`src/sv/shd_pkg.sv`:
```
// -----------------------------------------------------------------------------
// shd_pkg
// Shared types and constants for the sync-header packet deframer.
// -----------------------------------------------------------------------------
`default_nettype none

package shd_pkg;

   // Fixed field widths
   localparam int BYTE_BITS     = 8;
   localparam int CSR_DATA_BITS = 24;
   localparam int SLOT_BITS     = 3;
   localparam int HEADER_BYTES  = 4;

   // Register index of the magic byte register; table entries follow it
   localparam int CSR_MAGIC_INDEX = 0;

   // Result of a command id lookup
   typedef struct packed {
      logic                 found;
      logic [SLOT_BITS-1:0] slot;
   } lookup_type;

endpackage : shd_pkg

`default_nettype wire

```
`src/sv/shd_req_if.sv`:
```
// -----------------------------------------------------------------------------
// shd_req_if
// Receive byte channel: valid/ready handshake carrying one stream byte.
// -----------------------------------------------------------------------------
`default_nettype none

interface shd_req_if;
   import shd_pkg::*;

   logic                 valid;
   logic                 ready;
   logic [BYTE_BITS-1:0] rx_byte;

   modport source (output valid, output rx_byte, input ready);
   modport sink   (input valid, input rx_byte, output ready);

endinterface : shd_req_if

`default_nettype wire

```
`src/sv/shd_rsp_if.sv`:
```
// -----------------------------------------------------------------------------
// shd_rsp_if
// Packet byte channel: valid/ready handshake carrying one framed byte.
// -----------------------------------------------------------------------------
`default_nettype none

interface shd_rsp_if;
   import shd_pkg::*;

   logic                 valid;
   logic                 ready;
   logic [BYTE_BITS-1:0] data_byte;
   logic                 packet_start;
   logic                 packet_end;
   logic [SLOT_BITS-1:0] command_slot;

   modport source (output valid, output data_byte, output packet_start,
                   output packet_end, output command_slot, input ready);
   modport sink   (input valid, input data_byte, input packet_start,
                   input packet_end, input command_slot, output ready);

endinterface : shd_rsp_if

`default_nettype wire

```
`src/sv/shd_cmd_table.sv`:
```
// -----------------------------------------------------------------------------
// shd_cmd_table
// Command length table: holds the id/length entries and looks up an id,
// the highest-numbered matching entry winning.
// -----------------------------------------------------------------------------
`default_nettype none

module shd_cmd_table #(
   parameter  int TABLE_ENTRIES  = 5,
   parameter  int LENGTH_BITS    = 16,
   localparam int CSR_INDEX_BITS = $clog2(TABLE_ENTRIES + 1)
) (
   input  wire                                clock,
   input  wire                                reset,
   input  wire                                csr_wr_en,
   input  wire [CSR_INDEX_BITS-1:0]           csr_index,
   input  wire [shd_pkg::CSR_DATA_BITS-1:0]   csr_wr_data,
   input  wire [shd_pkg::BYTE_BITS-1:0]       cmd_id,
   output shd_pkg::lookup_type                match,
   output logic [LENGTH_BITS-1:0]             match_len
);
   import shd_pkg::*;

   logic [BYTE_BITS-1:0]   id_ff  [TABLE_ENTRIES];
   logic [LENGTH_BITS-1:0] len_ff [TABLE_ENTRIES];

   // Write table entries; entry i sits at register index i + 1
   always_ff @(posedge clock) begin
      if (reset) begin
         for (int i = 0; i < TABLE_ENTRIES; i++) begin
            id_ff[i]  <= '0;
            len_ff[i] <= '0;
         end
      end else if (csr_wr_en) begin
         for (int i = 0; i < TABLE_ENTRIES; i++) begin
            if (csr_index == CSR_INDEX_BITS'(i + 1)) begin
               id_ff[i]  <= csr_wr_data[CSR_DATA_BITS-1 -: BYTE_BITS];
               len_ff[i] <= csr_wr_data[LENGTH_BITS-1:0];
            end
         end
      end
   end

   // Compare all ids at once; a later entry overrides an earlier one
   always_comb begin
      match     = '0;
      match_len = '0;
      for (int i = 0; i < TABLE_ENTRIES; i++) begin
         if (id_ff[i] == cmd_id) begin
            match.found = 1'b1;
            match.slot  = SLOT_BITS'(i);
            match_len   = len_ff[i];
         end
      end
   end

endmodule : shd_cmd_table

`default_nettype wire

```
`src/sv/sync_header_packet_deframer.sv`:
```
// A packet byte appears on rsp in the cycle after the byte that causes it.
// Throughput: while rsp is ready, one receive byte per cycle in the payload or
//   hunting; a matched header puts out up to four bytes, one a cycle through the
//   burst register, and the receive side waits until the last of them is taken.
// Reset: synchronous; clears the window, payload state, burst count and magic.
// -----------------------------------------------------------------------------
// sync_header_packet_deframer
// Hunts a byte stream for a four-byte sync header, looks up the packet length
// by command id and passes every packet byte on with start/end/slot marks.
// -----------------------------------------------------------------------------
`default_nettype none

module sync_header_packet_deframer #(
   parameter  int TABLE_ENTRIES  = 5,
   parameter  int LENGTH_BITS    = 16,
   localparam int CSR_INDEX_BITS = $clog2(TABLE_ENTRIES + 1)
) (
   input  wire                              clock,
   input  wire                              reset,
   shd_req_if.sink                          req_if,
   shd_rsp_if.source                        rsp_if,
   input  wire                              csr_wr_en,
   input  wire [CSR_INDEX_BITS-1:0]         csr_index,
   input  wire [shd_pkg::CSR_DATA_BITS-1:0] csr_wr_data
);
   import shd_pkg::*;

   localparam int BURST_BITS = $clog2(HEADER_BYTES + 1);
   localparam int IDX_BITS   = $clog2(HEADER_BYTES);

   // Configuration
   logic [CSR_DATA_BITS-1:0] magic_ff;

   // Hunt and payload state
   logic [3*BYTE_BITS-1:0]   window_bytes_ff, window_bytes_in;
   logic [1:0]               window_fill_ff, window_fill_in;
   logic                     in_payload_ff, in_payload_in;
   logic [LENGTH_BITS-1:0]   bytes_left_ff, bytes_left_in;
   logic [SLOT_BITS-1:0]     active_slot_ff, active_slot_in;

   // Burst register holding the results of one transaction
   logic [BYTE_BITS-1:0]     burst_ff [HEADER_BYTES];
   logic [BYTE_BITS-1:0]     burst_in [HEADER_BYTES];
   logic [BURST_BITS-1:0]    rem_ff, rem_in;
   logic [IDX_BITS-1:0]      idx_ff, idx_in;
   logic                     start_flag_ff, start_flag_in;
   logic                     end_flag_ff, end_flag_in;
   logic [SLOT_BITS-1:0]     slot_ff, slot_in;

   logic                     req_accept;
   logic                     rsp_accept;
   logic [4*BYTE_BITS-1:0]   hdr;
   logic                     magic_ok;
   lookup_type               match;
   logic [LENGTH_BITS-1:0]   match_len;
   logic                     short_len;

   // Command table lookup on header byte 2 (newest byte held in the window)
   shd_cmd_table #(
      .TABLE_ENTRIES (TABLE_ENTRIES),
      .LENGTH_BITS   (LENGTH_BITS)
   ) u_cmd_table (
      .clock       (clock),
      .reset       (reset),
      .csr_wr_en   (csr_wr_en),
      .csr_index   (csr_index),
      .csr_wr_data (csr_wr_data),
      .cmd_id      (window_bytes_ff[BYTE_BITS-1:0]),
      .match       (match),
      .match_len   (match_len)
   );

   // Handshakes: take a new byte once the burst is empty or drains this cycle
   assign req_if.ready = (rem_ff == '0) ||
                         ((rem_ff == BURST_BITS'(1)) && rsp_if.ready);
   assign req_accept   = req_if.valid && req_if.ready;
   assign rsp_accept   = rsp_if.valid && rsp_if.ready;

   // Present the burst byte at the current position
   assign rsp_if.valid        = (rem_ff != '0);
   assign rsp_if.data_byte    = burst_ff[idx_ff];
   assign rsp_if.packet_start = start_flag_ff && (idx_ff == '0);
   assign rsp_if.packet_end   = end_flag_ff && (rem_ff == BURST_BITS'(1));
   assign rsp_if.command_slot = slot_ff;

   // Header compare: bytes 0, 1 and 3 against the magic register
   assign hdr       = {window_bytes_ff, req_if.rx_byte};
   assign magic_ok  = (hdr[31:24] == magic_ff[23:16]) &&
                      (hdr[23:16] == magic_ff[15:8]) &&
                      (hdr[7:0]   == magic_ff[7:0]);
   assign short_len = (match_len < LENGTH_BITS'(HEADER_BYTES));

   // Next state of the hunt, payload and burst registers
   always_comb begin
      window_bytes_in = window_bytes_ff;
      window_fill_in  = window_fill_ff;
      in_payload_in   = in_payload_ff;
      bytes_left_in   = bytes_left_ff;
      active_slot_in  = active_slot_ff;
      burst_in        = burst_ff;
      rem_in          = rem_ff;
      idx_in          = idx_ff;
      start_flag_in   = start_flag_ff;
      end_flag_in     = end_flag_ff;
      slot_in         = slot_ff;

      // advance the burst on each result transaction
      if (rsp_accept) begin
         rem_in = rem_ff - BURST_BITS'(1);
         idx_in = idx_ff + IDX_BITS'(1);
      end

      if (req_accept) begin
         priority if (in_payload_ff) begin
            // pass a payload byte straight through
            burst_in[0]   = req_if.rx_byte;
            rem_in        = BURST_BITS'(1);
            idx_in        = '0;
            start_flag_in = 1'b0;
            end_flag_in   = (bytes_left_ff <= LENGTH_BITS'(1));
            slot_in       = active_slot_ff;
            if (bytes_left_ff <= LENGTH_BITS'(1)) begin
               in_payload_in = 1'b0;
               bytes_left_in = '0;
            end else begin
               bytes_left_in = bytes_left_ff - LENGTH_BITS'(1);
            end
         end else if (window_fill_ff != 2'd3) begin
            // window not full: store only
            window_bytes_in = {window_bytes_ff[2*BYTE_BITS-1:0], req_if.rx_byte};
            window_fill_in  = window_fill_ff + 2'd1;
         end else if (!magic_ok) begin
            // slide the window by one byte
            window_bytes_in = hdr[3*BYTE_BITS-1:0];
         end else if (!match.found || (match_len == '0)) begin
            // drop the whole header
            window_bytes_in = '0;
            window_fill_in  = '0;
         end else begin
            // emit the header bytes of a recognized packet
            for (int i = 0; i < HEADER_BYTES; i++) begin
               burst_in[i] = hdr[4*BYTE_BITS-1-BYTE_BITS*i -: BYTE_BITS];
            end
            rem_in        = short_len ? BURST_BITS'(match_len[1:0])
                                      : BURST_BITS'(HEADER_BYTES);
            idx_in        = '0;
            start_flag_in = 1'b1;
            end_flag_in   = (match_len <= LENGTH_BITS'(HEADER_BYTES));
            slot_in       = match.slot;
            if (short_len) begin
               // keep the unsent header bytes for another search
               unique case (match_len[1:0])
                  2'd1: begin
                     window_bytes_in = hdr[3*BYTE_BITS-1:0];
                     window_fill_in  = 2'd3;
                  end
                  2'd2: begin
                     window_bytes_in = {{BYTE_BITS{1'b0}}, hdr[2*BYTE_BITS-1:0]};
                     window_fill_in  = 2'd2;
                  end
                  default: begin
                     window_bytes_in = {{2*BYTE_BITS{1'b0}}, hdr[BYTE_BITS-1:0]};
                     window_fill_in  = 2'd1;
                  end
               endcase
            end else begin
               window_bytes_in = '0;
               window_fill_in  = '0;
               if (match_len != LENGTH_BITS'(HEADER_BYTES)) begin
                  in_payload_in  = 1'b1;
                  bytes_left_in  = match_len - LENGTH_BITS'(HEADER_BYTES);
                  active_slot_in = match.slot;
               end
            end
         end
      end
   end

   // Hold control state and the magic register
   always_ff @(posedge clock) begin
      if (reset) begin
         magic_ff        <= '0;
         window_bytes_ff <= '0;
         window_fill_ff  <= '0;
         in_payload_ff   <= 1'b0;
         bytes_left_ff   <= '0;
         active_slot_ff  <= '0;
         rem_ff          <= '0;
         idx_ff          <= '0;
         start_flag_ff   <= 1'b0;
         end_flag_ff     <= 1'b0;
      end else begin
         if (csr_wr_en && (csr_index == CSR_INDEX_BITS'(CSR_MAGIC_INDEX))) begin
            magic_ff <= csr_wr_data;
         end
         window_bytes_ff <= window_bytes_in;
         window_fill_ff  <= window_fill_in;
         in_payload_ff   <= in_payload_in;
         bytes_left_ff   <= bytes_left_in;
         active_slot_ff  <= active_slot_in;
         rem_ff          <= rem_in;
         idx_ff          <= idx_in;
         start_flag_ff   <= start_flag_in;
         end_flag_ff     <= end_flag_in;
      end
   end

   always_ff @(posedge clock) begin
      burst_ff <= burst_in;
      slot_ff  <= slot_in;
   end

endmodule : sync_header_packet_deframer

`default_nettype wire

```
`src/flat_wrapper.sv`:
```
// flat-port wrapper written by rule: the top's interface ports become plain ports
module sync_header_packet_deframer_flat import shd_pkg::*;
#(
   parameter  int TABLE_ENTRIES  = 5,
   parameter  int LENGTH_BITS    = 16,
   localparam int CSR_INDEX_BITS = $clog2(TABLE_ENTRIES + 1)
)
  (clock, reset, csr_wr_en, csr_index, csr_wr_data, req_if_valid, req_if_rx_byte, req_if_ready, rsp_if_valid, rsp_if_data_byte, rsp_if_packet_start, rsp_if_packet_end, rsp_if_command_slot, rsp_if_ready);
  shd_req_if req_if_i ();
  shd_rsp_if rsp_if_i ();
  input  wire clock;
  input  wire reset;
  input  wire csr_wr_en;
  input  wire [CSR_INDEX_BITS-1:0] csr_index;
  input  wire [shd_pkg::CSR_DATA_BITS-1:0] csr_wr_data;
  input wire logic [$bits(req_if_i.valid)-1:0] req_if_valid;
  input wire logic [$bits(req_if_i.rx_byte)-1:0] req_if_rx_byte;
  output wire logic [$bits(req_if_i.ready)-1:0] req_if_ready;
  output wire logic [$bits(rsp_if_i.valid)-1:0] rsp_if_valid;
  output wire logic [$bits(rsp_if_i.data_byte)-1:0] rsp_if_data_byte;
  output wire logic [$bits(rsp_if_i.packet_start)-1:0] rsp_if_packet_start;
  output wire logic [$bits(rsp_if_i.packet_end)-1:0] rsp_if_packet_end;
  output wire logic [$bits(rsp_if_i.command_slot)-1:0] rsp_if_command_slot;
  input wire logic [$bits(rsp_if_i.ready)-1:0] rsp_if_ready;
  assign req_if_i.valid = req_if_valid;
  assign req_if_i.rx_byte = req_if_rx_byte;
  assign req_if_ready = req_if_i.ready;
  assign rsp_if_valid = rsp_if_i.valid;
  assign rsp_if_data_byte = rsp_if_i.data_byte;
  assign rsp_if_packet_start = rsp_if_i.packet_start;
  assign rsp_if_packet_end = rsp_if_i.packet_end;
  assign rsp_if_command_slot = rsp_if_i.command_slot;
  assign rsp_if_i.ready = rsp_if_ready;
  sync_header_packet_deframer #(.TABLE_ENTRIES(TABLE_ENTRIES), .LENGTH_BITS(LENGTH_BITS)) u_core (.clock(clock), .reset(reset), .req_if(req_if_i), .rsp_if(rsp_if_i), .csr_wr_en(csr_wr_en), .csr_index(csr_index), .csr_wr_data(csr_wr_data));
endmodule
```
`config.mk`:
```
export PLATFORM = sky130hd
export DESIGN_NAME = sync_header_packet_deframer_flat
export DESIGN_NICKNAME = d
export VERILOG_FILES = /design/src/sv/shd_pkg.sv /design/src/sv/shd_req_if.sv /design/src/sv/shd_rsp_if.sv /design/src/sv/shd_cmd_table.sv /design/src/sv/sync_header_packet_deframer.sv /design/src/flat_wrapper.sv
export SDC_FILE = /design/constraint.sdc
export NUM_CORES = 1
export LEC_CHECK = 0
export ABC_AREA = 1
export BUFFER_PORTS_ARGS = -buffer_cell sky130_fd_sc_hd__buf_4
export CAP_MARGIN = 20
export CORE_UTILIZATION = 50
export CTS_CLUSTER_SIZE = 20
export DETAILED_ROUTE_END_ITERATION = 7
export HOLD_SLACK_MARGIN = 0.05
export PLACE_DENSITY_LB_ADDON = 0.25
export SYNTH_ARGS = -nofsm -noshare
export SYNTH_HDL_FRONTEND = slang
export SYNTH_HIERARCHICAL = 1
export SYNTH_SLANG_ARGS = --single-unit
```
`constraint.sdc`:
```
create_clock -name clock -period 4.5 [get_ports clock]
set_clock_uncertainty 0.1 [all_clocks]
set_input_delay 0.9 -clock clock [delete_from_list [all_inputs] [get_ports clock]]
set_output_delay 0.9 -clock clock [all_outputs]
set_load 0.02 [all_outputs]
```
After elaboration in Yosys (flattened, before gate mapping)
Memory sizes are Yosys's and may differ from the RTL's. Index checks and enable logic that the tools add are counted.

Flip-flop bits (word level): 112. Bits in latches: 0. Memory bits (writable): 120. Memory bits (read-only): 0. Output and inout port bits: 15. Logic and storage cells: 185. Memories: 2.

Add/subtract/negate cells: 5. $mul: 0. Divide/modulo/power cells: 0. $lt $le $gt $ge: 4. Equality and inequality tests: 21. Shift operators: 0. Muxes and demuxes: 98. Bitwise operators: 15. Reductions and logical operators: 25.

Memories: u_core.u_cmd_table.len_ff (words 5, width 16, rd ports 5, clocked after memory_dff 0, wr ports 5, line shd_cmd_table.sv:25) `logic [LENGTH_BITS-1:0] len_ff [TABLE_ENTRIES];`; u_core.u_cmd_table.id_ff (words 5, width 8, rd ports 5, clocked after memory_dff 0, wr ports 5, line shd_cmd_table.sv:24) `logic [BYTE_BITS-1:0] id_ff [TABLE_ENTRIES];`.

Operator list (number): $mux 16 (17); $mux 24 (4); $mux 32 (3); $eq 8x8->1 (8); $mux 8 (8); $pmux 24 s2 (1); $mux 1 (37); $mux 3 (11); $mux 2 (10); $mux 4 (5); $bmux 8 s2 (1); $le 16x1->1 const B (1); $le 16x3->1 const B (1); $logic_not 16->1 (1); $lt 16x3->1 const B (1); $ne 16x3->1 const B (1); $sub 16x1->16 const B (1); $sub 16x3->16 const B (1); $or 1x1->1 (10); $logic_and 1x1->1 (8); $reduce_and 7->1 (1); $eq 3x1->1 const B (2); $eq 3x2->1 const B (2); $eq 3x3->1 const B (2); other kinds (21) (31).

Logic depth before layout (Yosys ltp)
Depth after elaboration: 13. Mapped depth: 27.

Hierarchy
The synthesis kept the hierarchy.

Modules (own cells, without submodules): sync_header_packet_deframer (instances 1, cells an instance 856, area an instance 6113.4 um2); shd_cmd_table (instances 1, cells an instance 560, area an instance 5776.8 um2).

Worst setup path before layout
No wires, ideal clock.

Kind: input-to-reg. From: input port reset. To: memory u_core.u_cmd_table.id_ff[0][0] (enable). Library setup time: 442 ps. Arrival time: 3105 ps. Data required time: 3958 ps. Slack: 852 ps. Stages on the path: 5. Buffers on the path: 0. Cells stage by stage: inv_1 nand2_1 nor2_1 inv_1 o31ai_1.

RTL lines: start, declared (line flat_wrapper.sv:12) `input wire reset;`; end, declared (line shd_cmd_table.sv:24).

Worst setup path in the final report
From: register u_core.window_bytes_ff[7]. To: register u_core/burst_ff[0] (netlist name) (enable).

Cells in the longest elaborated chain, start to end: 10.

Ends and longest elaborated chain: start, declared (line sync_header_packet_deframer.sv:35) `logic [3*BYTE_BITS-1:0] window_bytes_ff, window_bytes_in;`; start signal, assigned (line sync_header_packet_deframer.sv:196) `window_bytes_ff <= window_bytes_in;`; $eq 8x8->1 (line shd_cmd_table.sv:49) `if (id_ff[i] == cmd_id) begin`; $mux 16 (4 in series) (line shd_cmd_table.sv:49); $mux 16 * (line shd_cmd_table.sv:49); net u_core.match_len[0] (line sync_header_packet_deframer.sv:55) `logic [LENGTH_BITS-1:0] match_len;`; $logic_not 16->1 * (line sync_header_packet_deframer.sv:135) `end else if (!match.found || (match_len == '0)) begin`; $logic_or 1x1->1 * (line sync_header_packet_deframer.sv:135); $not 1->1 (no source line) *; $reduce_and 5->1 (no source line) *; end signal, assigned (line sync_header_packet_deframer.sv:209) `burst_ff <= burst_in;`; end, declared (line sync_header_packet_deframer.sv:42) `logic [BYTE_BITS-1:0] burst_ff [HEADER_BYTES];`.

Mark *: on every way through the listed nets, which the timed path passes. The rest lies on a longest branch. A chain may end at the register's enable or synchronous reset.

==> out/metrics.yaml <==
sta:
  grt_setup_unrepaired: "yes"
  share_of_the_clock_period_used_by_the_worst_path_pct: 92.1
  hold_violations_final: 0
  tightestPinTransition_ns: 0.916
  post-route-min-period_ns: 4.15
  slew_violations: 0
  finalSetupTns_ns: 0
  setup-violations-final: 0
  max_slew_margin_pct: 38.9
  max_clk_rate_mhz: 241
synthesis:
  mapped_avg_cell_area_sq_um: 8.40
  yosys_register_bits: 232
  synth_ff_type: "edfxtp_1"
  synth_edf_count: 155
  synth_top_area_share_pct: 39.1
  postSynthNetCount: 1470
  synth_area_leader_cell: "edfxtp_1"
  synthesis.yosys.warnings: 6
  async_set_or_reset_flop_fraction_in_the_synthesized_netlist_pct: 0
  synth.distinct_cells: 47
  synthesis.instances: 1416
  synth_area_sq_um: 11900
  ys_seq_area_share_pct: 52.1
  synth_top_area_cells: "edfxtp_1 (39%), dfxtp_1 (13%), nand2_1 (11%)"
worst_setup_path:
  timing.critical_path.to_type: "flop"
  criticalPathCategory: "flop to flop"
  crit_required_ns: 4.55
  worst-r2r-cell-count: 18
  worst-r2r-setup-slack_ns: 0.35
  highest_net_fanout_along_the_worst_path: 35
  crit-reg2reg-launch: "u_core/window_bytes_ff[7]"
  timing.critical_path.arrival_ns: 4.20
  startpoint_type: "flop"
  rr_endpoint: "u_core/burst_ff[0]"
detailed_routing:
  wl_per_cell_microns: 16.6
  post-route-drc-count: 0
  drt-vias-per-instance: 5.20
  ant_nets: 0
  dr.first_iter.drc_count: 658
  drt_wl_total_microns: 29800
  dr.pass1.iters: 7
  vias: 9342
placement:
  gp_routability_congestion: 0.887
  port_buffers: 54
  post_dp_cell_area_sq_um: 12500
  dp_hpwl_microns: 20400
die:
  floorplan.initialDensity_pct: 50.8
  boundaryPins: 55
  count_of_standard_cell_rows: 56
  design.die.area_sq_um: 24400
  core_area_sq_um: 23400
  die-width_microns: 156
  die_height_microns: 156
outcome:
  outcome: "complete, no violations"
final_layout:
  final_cell_area_sq_um: 13400
  design.final.nets: 1513
  antenna-diode-count: 0
  synth_to_layout_area_growth_pct: 13.1
  most_common_library_cell_in_the_layout_ignoring_fill_and_taps: "nand2_1"
  layout_common_cells: "nand2_1 (343), nor2_1 (195), inv_1 (176)"
  drive_gt1_share_pct: 13.1
clock_tree:
  clock_tree.root_cell: "clkbuf_16"
  post_cts_resize_count: 0
  tritoncts: "built"
  post_cts_hold_buffer_count: 0
  cts.clk_slew.worst_paths_ns: 0.06
  tritoncts.num_buffers: 26
  post_cts.repair.setup_buffers: 0
  cts.htree.levels: 1
  clock-sinks: 232
  clk_path_buf_depth: 3
  clkLatencyLatePin_ns: 0.55
power_and_ir_drop:
  leakage_power_total_nw: 5.99
  power.switching_fraction_pct: 32.2
  pwr-share-comb_pct: 23.4
  vdd_drop_max_v: 0.000340
  p_int_mw: 4.45
  switchingPower_mw: 2.12
  power_density_nw_per_um2: 488
  seq_power_share_pct: 41.6
  clock_share_of_power_pct: 34.9
global_route:
  global_route.overflow_total: 0
  grt_use_total_pct: 25.0
  grt_pass1_wl_microns: 46600
  antenna_found_initial: 0
  first_global_vias: 8859
  grt_start_max_net_pins: 56
min_path:
  holdPathStages: 2
  hold_path.class: "flop to flop"
  timing.hold.worst_endpoint: "u_core/magic_ff[14]"
  timing.hold.worst.start: "u_core/magic_ff[14]"
job:
  max_cap_violations: 0
## worst max path at each step
stage	start	to	slack [ns]	depth (start not counted)
finish	u_core/window_bytes_ff[7]	u_core/burst_ff[0]	0.35	18
global route	u_core/window_bytes_ff[1]	u_core/burst_ff[19]	-0.003	17
CTS	u_core/window_bytes_ff[7]	u_core/burst_ff[18]	0.40	18
detailed placement	u_core/window_bytes_ff[1]	u_core/burst_ff[3]	0.46	19
global placement	u_core/window_bytes_ff[7]	u_core/burst_ff[0]	0.51	18
floorplan	reset	u_core/u_cmd_table/id_ff[0][0]	0.85	5
## power groups by stage
stage | Combinational, mW | Clock, mW | Sequential (mW)
3_3_place_gp | 1.51 | 0 | 2.76
4_1_cts | 1.54 | 2.33 | 2.73
6_report | 1.54 | 2.29 | 2.73
3_5_place_dp | 1.53 | 0 | 2.77
2_1_floorplan | 1.20 | 0 | 2.64
5_1_grt | 1.74 | 2.40 | 2.76
## critical path, stage by stage (launching register included)
cell	delay [ns]
dfxtp_1	0.66
xnor2_1	0.18
nand2_1	0.06
nor2_1	0.16
nand2_2	0.39
nand2_1	0.20
inv_1	0.05
nand3_1	0.07
nand2_1	0.06
nand2_1	0.11
inv_1	0.10
ha_1	0.22
nand2_1	0.06
nor2_1	0.04
nand2_1	0.11
nand3_1	0.13
inv_1	0.13
nand4_1	0.17
inv_1	0.71
## final cells by class
class / instances / area, sq um
repair buffers: 66 / 495
inverters: 202 / 761
clock inverters: 19 / 250
flip-flops and latches: 232 / 6200
clock buffers: 29 / 693
fillers: 2105 / 9960
well taps: 319 / 399
multi-input cells: 931 / 4650
## cells by family after synthesis
group                    count (synthesis)  share of synthesized area, %
adder cells (fa/ha/maj)                 14                          1.47
XOR/XNOR                                53                          3.90
buffers and inverters                  253                          9.26
AND/OR/NAND/NOR                        679                          24.9
AO/OA/AOI/OAI                          185                          8.31
flip-flops                             232                          52.1
## synthesized netlist by cell type, drive strengths merged, types with 2 or more instances
cell	number
a21boi	2
a21oi	50
buf	30
clkbuf	21
clkinv	5
dfxtp	77
edfxtp	155
ha	14
inv	197
nand2	363
nand3	80
nand4	14
nor2	205
nor3	12
o21ai	108
o22ai	14
o31ai	7
or2	3
xnor2	28
xor2	25
## metal layers
| metal | up-vias | global-route usage [%] | wire length [microns] |
|---|---|---|---|
| met5 | - | 0 | 0 |
| met2 | 295 | 42.5 | 14400 |
| met3 | 56 | 3.88 | 1900 |
| met4 | 0 | 9.57 | 935 |
| met1 | 4363 | 32.0 | 12500 |
| li1 | 4628 | - | - |
## registers in the layout (all words and copies together) (netlist names), 3 cells and up
name,flops
u_core/magic_ff,24
u_core/rsp_if.command_slot,3
u_core/burst_ff,32
u_core/window_bytes_ff,24
u_core/u_cmd_table/id_ff,40
u_core/bytes_left_ff,16
u_core/active_slot_ff,3
u_core/u_cmd_table/len_ff,80
u_core/rem_ff,3
## per-stage QoR
step	power [mW]	util [%]	setup WS [ns]	hold slack, ns	instances
after CTS	6.60	57.4	0.404	0.373	1798
final	6.56	57.4	0.355	0.374	1798
after detailed placement	4.30	53.4	0.461	0.364	1750
after global routing	6.89	57.4	-0.00254	0.397	1798
after floorplan	3.84	-	0.852	0.340	1416
after global placement	4.27	53.4	0.515	0.356	1750
Power figures use the tool's default switching activity.
